$ cat config.mk
export PLATFORM = sky130hd
export DESIGN_NAME = drmt_cell
export DESIGN_NICKNAME = d
export VERILOG_FILES = /design/src/sv/drmt_pkg.sv /design/src/sv/drmt_cell.sv
export SDC_FILE = /design/constraint.sdc
export NUM_CORES = 1
export LEC_CHECK = 0
export BUFFER_PORTS_ARGS = -buffer_cell sky130_fd_sc_hd__buf_2
export CAP_MARGIN = 20
export CORE_MARGIN = 8
export CORE_UTILIZATION = 55
export CTS_CLUSTER_SIZE = 40
export DETAILED_ROUTE_END_ITERATION = 6
export PLACE_DENSITY = 0.91
export SYNTH_ARGS = -nofsm -noshare
export SYNTH_HDL_FRONTEND = slang
export SYNTH_SLANG_ARGS = --single-unit
export TNS_END_PERCENT = 1
$ cat constraint.sdc
create_clock -name clk -period 11.33 [get_ports clk]
set_clock_uncertainty 0.15 [all_clocks]
set_input_delay 1.133 -clock clk [delete_from_list [all_inputs] [get_ports clk]]
set_output_delay 1.133 -clock clk [all_outputs]
set_load 0.01 [all_outputs]
$ cat src/sv/drmt_pkg.sv
// Shared types and codes for the dirty rectangle merge tracker.
`timescale 1ns / 1ps

package drmt_pkg;

    localparam int STATUS_W = 3;

    localparam logic [STATUS_W-1:0] STS_MERGED    = 3'd0;
    localparam logic [STATUS_W-1:0] STS_APPENDED  = 3'd1;
    localparam logic [STATUS_W-1:0] STS_OVERFLOW  = 3'd2;
    localparam logic [STATUS_W-1:0] STS_IGNORED   = 3'd3;
    localparam logic [STATUS_W-1:0] STS_DRAIN     = 3'd4;
    localparam logic [STATUS_W-1:0] STS_FULL_COPY = 3'd5;
    localparam logic [STATUS_W-1:0] STS_EMPTY     = 3'd6;

    localparam logic KIND_RECORD = 1'b0;
    localparam logic KIND_DRAIN  = 1'b1;

    typedef enum logic [1:0] {
        S_IDLE,
        S_SCAN,
        S_FINISH,
        S_DRAIN
    } state_t;

    typedef struct packed {
        logic valid;
        logic hit;
    } probe_ctl_t;

endpackage

$ cat src/sv/drmt_cell.sv
// One table entry of the tracker: touch test, merge, append write and drain shift.
`timescale 1ns / 1ps

module drmt_cell #(
    parameter int CW  = 11,
    parameter int SW  = 5,
    parameter int IDX = 0
) (
    input  logic                   clk,
    input  logic                   rst_n,
    input  logic                   active,
    input  drmt_pkg::probe_ctl_t   probe_in_ctl,
    input  logic [SW-1:0]          probe_in_slot,
    input  logic [4*CW-1:0]        probe_rect,
    input  logic                   wr_en,
    input  logic                   shift_en,
    input  logic [4*CW-1:0]        shift_in,
    output logic [4*CW-1:0]        entry,
    output drmt_pkg::probe_ctl_t   probe_out_ctl,
    output logic [SW-1:0]          probe_out_slot
);

    logic [4*CW-1:0]      entry_reg;
    logic [4*CW-1:0]      entry_next;
    drmt_pkg::probe_ctl_t ctl_reg;
    drmt_pkg::probe_ctl_t ctl_next;
    logic [SW-1:0]        slot_reg;
    logic [SW-1:0]        slot_next;

    logic [CW-1:0] d_x1, d_y1, d_x2, d_y2;
    logic [CW-1:0] n_x1, n_y1, n_x2, n_y2;
    logic          touch;
    logic          merge;

    assign d_x1 = entry_reg[4*CW-1 -: CW];
    assign d_y1 = entry_reg[3*CW-1 -: CW];
    assign d_x2 = entry_reg[2*CW-1 -: CW];
    assign d_y2 = entry_reg[CW-1 -: CW];
    assign n_x1 = probe_rect[4*CW-1 -: CW];
    assign n_y1 = probe_rect[3*CW-1 -: CW];
    assign n_x2 = probe_rect[2*CW-1 -: CW];
    assign n_y2 = probe_rect[CW-1 -: CW];

    always_comb
    begin
        touch = !((({1'b0, d_x2} + 1'b1) < {1'b0, n_x1}) ||
                  (({1'b0, n_x2} + 1'b1) < {1'b0, d_x1}) ||
                  (({1'b0, d_y2} + 1'b1) < {1'b0, n_y1}) ||
                  (({1'b0, n_y2} + 1'b1) < {1'b0, d_y1}));
        merge = active && probe_in_ctl.valid && !probe_in_ctl.hit && touch;
    end

    always_comb
    begin
        entry_next = entry_reg;
        if (shift_en)
        begin
            entry_next = shift_in;
        end
        else if (wr_en)
        begin
            entry_next = probe_rect;
        end
        else if (merge)
        begin
            entry_next = {(n_x1 < d_x1) ? n_x1 : d_x1,
                          (n_y1 < d_y1) ? n_y1 : d_y1,
                          (n_x2 > d_x2) ? n_x2 : d_x2,
                          (n_y2 > d_y2) ? n_y2 : d_y2};
        end
        ctl_next.valid = probe_in_ctl.valid;
        ctl_next.hit   = probe_in_ctl.hit | merge;
        slot_next      = merge ? SW'(IDX) : probe_in_slot;
    end

    always_ff @(posedge clk)
    begin
        entry_reg <= entry_next;
        slot_reg  <= slot_next;
    end

    always_ff @(posedge clk or negedge rst_n)
    begin
        if (!rst_n)
        begin
            ctl_reg <= '0;
        end
        else
        begin
            ctl_reg <= ctl_next;
        end
    end

    assign entry          = entry_reg;
    assign probe_out_ctl  = ctl_reg;
    assign probe_out_slot = slot_reg;

endmodule

=== Yosys cells after proc, flatten, opt, wreduce, memory -nomap -nowiden ===
Index checks and enable logic that the tools add are counted.

* Bits of input ports: 100
* Register bits after elaboration: 51
* Output and inout bits: 51
* Word-level logic and storage cells: 44

* Bitwise operators: 1
* Add/sub/neg operators: 4
* Muxes and demuxes: 7
* Reduce and logical (&&, ||, !) cells: 17
* Order comparisons: 8

{| class="wikitable"
|+ Operators by type and width
! operator !! number
|-
| two-way mux 44 bit || 3
|-
| adder 11 x 1 -> 12 bit, second input constant || 4
|-
| less-than comparator 12 x 11 -> 1 bit || 4
|-
| two-way mux 11 bit || 4
|-
| greater-than comparator 11 bit || 2
|-
| less-than comparator 11 bit || 2
|-
| nonzero test 3 bit || 5
|-
| AND reduction 2 bit || 4
|-
| logical AND 1 bit || 3
|-
| logical OR 1 bit || 3
|-
| zero test 1 bit || 2
|-
| OR 1 bit || 1
|}

=== Depth between registers and ports, before layout ===
* Word-level depth: 10
* Mapped depth: 11
* Mapped depth without buffers: 11

=== Worst setup path before layout ===
No wires, ideal clock.

* Path type: input to register
* From: input port probe_rect[11]
* To: register entry_reg[0] (netlist: entry[0]) (enable)
* Arrival time: 3.847 ns
* Setup time: 0.397 ns
* Cell stages on the path: 11
* Path slack: 6.936 ns
* Data required time: 10.783 ns
* Path buffers: 0
* Path through: ha_1 > nand3_1 > nor2_1 > nand3_1 > xnor2_1 > ha_1 > nand3_1 > a2111o_1 > o2111ai_1 > nand4_4 > o31ai_1

* Word-level cells in the longest chain between the ends: 9

{| class="wikitable"
|+ Ends and longest elaborated chain
! element !! RTL line !! source
|-
| start, declared || drmt_cell.sv:14 || <nowiki>input logic [4*CW-1:0] probe_rect,</nowiki>
|-
| adder 11 x 1 -> 12 bit || drmt_cell.sv:47 || <nowiki>(({1'b0, n_x2} + 1'b1) < {1'b0, d_x1}) ||</nowiki>
|-
| less-than comparator 12 x 11 -> 1 bit || drmt_cell.sv:47 ||
|-
| logical OR 1 bit || drmt_cell.sv:46 || <nowiki>touch = !((({1'b0, d_x2} + 1'b1) < {1'b0, n_x1}) ||</nowiki>
|-
| logical OR 1 bit || drmt_cell.sv:47 ||
|-
| logical OR 1 bit || drmt_cell.sv:48 || <nowiki>(({1'b0, d_y2} + 1'b1) < {1'b0, n_y1}) ||</nowiki>
|-
| zero test 1 bit || drmt_cell.sv:46 ||
|-
| logical AND 1 bit || drmt_cell.sv:50 || <nowiki>merge = active && probe_in_ctl.valid && !probe_in_ctl.hit && touch;</nowiki>
|-
| nonzero test 3 bit (no line) || n/a ||
|-
| AND reduction 2 bit (no line) || n/a ||
|-
| end signal, assigned || drmt_cell.sv:78 || <nowiki>entry_reg <= entry_next;</nowiki>
|-
| end, declared || drmt_cell.sv:23 || <nowiki>logic [4*CW-1:0] entry_reg;</nowiki>
|}

Every way passes these cells.
A chain may end at the register's enable or synchronous reset.

=== Final worst setup path ===
* From: input port probe_rect[12]
* To: register entry_reg[18] (netlist: entry[18]) (enable)

* Word-level cells in the longest chain between the ends: 9
* Elaborated cells on any way between the ends: 11
* Classes of those cells: 1 x add/sub; 2 x order compare; 8 x reduce/logical

{| class="wikitable"
|+ Ends and longest elaborated chain
! element !! RTL line
|-
| adder 11 x 1 -> 12 bit || drmt_cell.sv:47
|-
| less-than comparator 12 x 11 -> 1 bit || drmt_cell.sv:47
|-
| logical OR 1 bit || drmt_cell.sv:46
|-
| logical OR 1 bit || drmt_cell.sv:47
|-
| logical OR 1 bit || drmt_cell.sv:48
|-
| zero test 1 bit || drmt_cell.sv:46
|-
| logical AND 1 bit || drmt_cell.sv:50
|-
| nonzero test 3 bit (no line) || n/a
|-
| AND reduction 2 bit (no line) (*) || n/a
|}

Every way passes the cells marked *; elsewhere a longest branch is shown, timed or not.

==> impl_metrics.py <==
metrics = {
    "worst_setup_path": {
        "crit_top_cell": "nand3_1",
        "critPathMaxStageDelay_ns": 0.42,
        "crit_arrival_ns": 3.83,
        "critPathKind": "in2reg",
        "rrSetupSlack_ns": 7.63,
        "r2r_end": "entry[18]$_DFFE_PP_",
        "cp-end-kind": "register",
        "cp_max_fo": 11,
        "slowest_stage": "a2111o_1",
        "cp_cell_sequence": "buf_2 -> ha_1 -> nand3_1 -> nor2_1 -> nand3_1 -> xnor2_1 -> ha_1 -> nand3_1 -> a2111o_1 -> o2111ai_1 -> nand4_4 -> o31ai_1 -> buf_4",
        "crit_path_start_kind": "input pin",
        "crit_required_ns": 11.19,
        "worstRegToRegCells": 11,
        "crit-reg2reg-launch": "entry[13]$_DFFE_PP_",
    },
    "yosys": {
        "ys_seq_elements": 51,
        "synth_ff_type": "edfxtp_1",
        "synth_edf_count": 44,
        "synth.net_count": 671,
        "ys_seq_area_share_pct": 31.5,
        "syn_area_um2": 4670,
        "ys_top_cells_by_area": "edfxtp_1, ha_1, xnor2_1, inv_1, mux2_2",
        "syn_area_per_cell_um2": 9.64,
        "synth_top_area_share_pct": 28.3,
        "synth_warnings": 0,
        "synthDistinctLibCells": 48,
        "synth_async_sr_flop_share_pct": 3.92,
        "synth_top_area_cell": "edfxtp_1",
        "synth_cells": 485,
    },
    "detailed_routing": {
        "drc": 0,
        "drt_pass1_iterations": 4,
        "ant_nets": 0,
        "viasPerCell": 5.67,
        "via_count": 4229,
        "wl_mm": 13.4,
        "wl_per_cell_um": 18.0,
        "dr.first_iter.drc_count": 206,
    },
    "layout": {
        "post_route_cells_drive_above_1_share_pct": 32.0,
        "syn2layout_area_growth_pct": 21.7,
        "stdcell_count": 746,
        "final_common_cell": "buf_2",
        "diodes": 0,
        "most-common-layout-cells": "buf_2, ha_1, inv_1, edfxtp_1, nand2_1",
        "postLayoutCellArea_um2": 5690,
        "final_nets": 826,
        "nFillCells": 651,
        "largest_reg_flops": 44,
    },
    "cts": {
        "cts-buffers-inserted": 5,
        "cts_tree": "built",
        "cts_buffer_depth": 2,
        "cts_hold_buf": 0,
        "path_clk_slew_ns": 0.09,
        "cts_sinks": 51,
        "h-tree-depth": 2,
        "clk-insertion-delay-late_ns": 0.31,
        "clock_tree.root_cell": "clkbuf_8",
        "post_cts_resized": 0,
        "postCtsSetupBuffers": 0,
    },
    "flow_run": {
        "maxCapViolations": 0,
    },
    "timing": {
        "fmax_mhz": 252,
        "slew_headroom_pct": 62.8,
        "hold_viol_final": 0,
        "tns_ns": 0,
        "layout_min_cycle_time_ns": 3.97,
        "drv_slew": 0,
        "period_share_pct": 35.0,
        "grt_setup_unrepaired": "false",
        "worst_pin_slew_ns": 0.544,
        "finalSetupViolations": 0,
    },
    "global_routing": {
        "grt_pass1_vias": 4414,
        "grt_max_degree": 68,
        "gr-total-overflow": 0,
        "grt_pass1_wl_mm": 21.4,
        "grt_antenna_before_repair": 0,
        "grt_usage_pct": 22.8,
    },
    "floorplan": {
        "die_y_um": 108,
        "ios": 151,
        "rows": 33,
        "coreArea_um2": 8220,
        "start_util_pct": 56.9,
        "dieArea_um2": 11700,
        "fp.dieW_um": 108,
    },
    "power": {
        "power.share.combinational_pct": 34.0,
        "power_w": 0.000558,
        "seqPwrFrac_pct": 42.5,
        "power.internal_w": 0.000381,
        "p_leak_nw": 2.86,
        "power_frac_clock_pct": 23.5,
        "p_per_area_nw_per_um2": 98.1,
        "swShare_pct": 31.8,
        "net-switching-power_w": 0.000177,
        "ir_worst_vdd_mv": 0.0638,
    },
    "hold_path": {
        "hp-class": "in2async",
    },
    "placement": {
        "io_buffer_count": 150,
        "post-dp-hpwl_mm": 11.4,
        "gp_congestion": 0.960,
        "placed_area_um2": 5550,
        "dp_cells": 737,
    },
    "run_status": {
        "status": "finished, final reports clean",
    },
}
==> how the worst max path moves through the flow <==
stage,slack [ns],to,cells after the start,from
after floorplan,6.94,entry[0]$_DFFE_PP_,11,probe_rect[11]
after global placement,7.22,entry[0]$_DFFE_PP_,13,probe_rect[12]
after detailed placement,7.06,entry[13]$_DFFE_PP_,13,probe_rect[12]
after CTS,7.37,entry[18]$_DFFE_PP_,13,probe_rect[12]
after global routing,7.10,entry[18]$_DFFE_PP_,12,probe_rect[13]
final,7.36,entry[18]$_DFFE_PP_,13,probe_rect[12]
==> layout make-up <==
type | count | area [um2] | area share, %
clock buffers | 6 | 82.6 | 1.45
clock inverters | 2 | 35.0 | 0.616
inverters | 68 | 255 | 4.49
multi-input cells | 359 | 2910 | 51.2
flip-flops and latches | 51 | 1470 | 25.9
well taps | 105 | 131 | 2.31
repair buffers | 155 | 801 | 14.1
==> per-layer routing <==
layer,vias up,share of wire (%),GRT usage [%],wire length (um)
li1,2066,-,-,-
met1,1977,45,30.4,6090
met2,162,46,36.0,6170
met3,24,6.8,4.40,909
met4,0,2.0,7.83,265
met5,-,0,0,0
==> worst max-delay path, delay by kind of cell <==
| family | cells | cell delay, ns |
|---|---|---|
| buf+inv | 2 | 0.38 |
| fa+ha+maj | 2 | 0.49 |
| simple gates | 5 | 0.80 |
| xor+xnor | 1 | 0.15 |
| compound gates | 3 | 0.88 |
==> power by group through the flow <==
stage / clock network, W / registers [W] / logic (W)
detailed placement: 0 / 0.000241 / 0.000187
finish: 0.000131 / 0.000237 / 0.000189
global placement: 0 / 0.000240 / 0.000178
CTS: 0.000133 / 0.000237 / 0.000188
global route: 0.000141 / 0.000239 / 0.000213
floorplan: 0 / 0.000245 / 0.000108
==> stage by stage <==
step | worst slack, ns | hold WS [ns] | util (%)
6_report | 7.36 | 0.438 | 69.2
5_1_grt | 7.10 | 0.432 | 69.2
4_1_cts | 7.37 | 0.437 | 69.0
3_5_place_dp | 7.06 | 0.771 | 67.5
3_3_place_gp | 7.22 | 0.768 | 67.5
2_1_floorplan | 6.94 | 0.687 | -
==> logic make-up (layout without fill, tap and decap cells) <==
group | count (synthesis) | after routing | synth area share [%]
AO/OA/AOI/OAI | 92 | 92 | 12.8
AND/OR/NAND/NOR | 123 | 123 | 14.4
flip-flops | 51 | 51 | 31.5
buffers and inverters | 75 | 231 | 6.24
XOR/XNOR | 36 | 36 | 6.75
adder cells (fa/ha/maj) | 86 | 86 | 23.0
multiplexers | 22 | 22 | 5.30
==> cell usage after synthesis, types with 5 or more instances <==
library cell / count
ha_1: 86
inv_1: 67
edfxtp_1: 44
nand2_1: 38
xnor2_1: 30
nand3_1: 29
o21ai_0: 29
mux2_2: 22
a21oi_1: 21
a21o_1: 17
nand4_1: 15
nor2_1: 8
nor3_1: 7
and2_2: 6
xor2_1: 6
dfxtp_1: 5
Power figures use the tool's default switching activity.
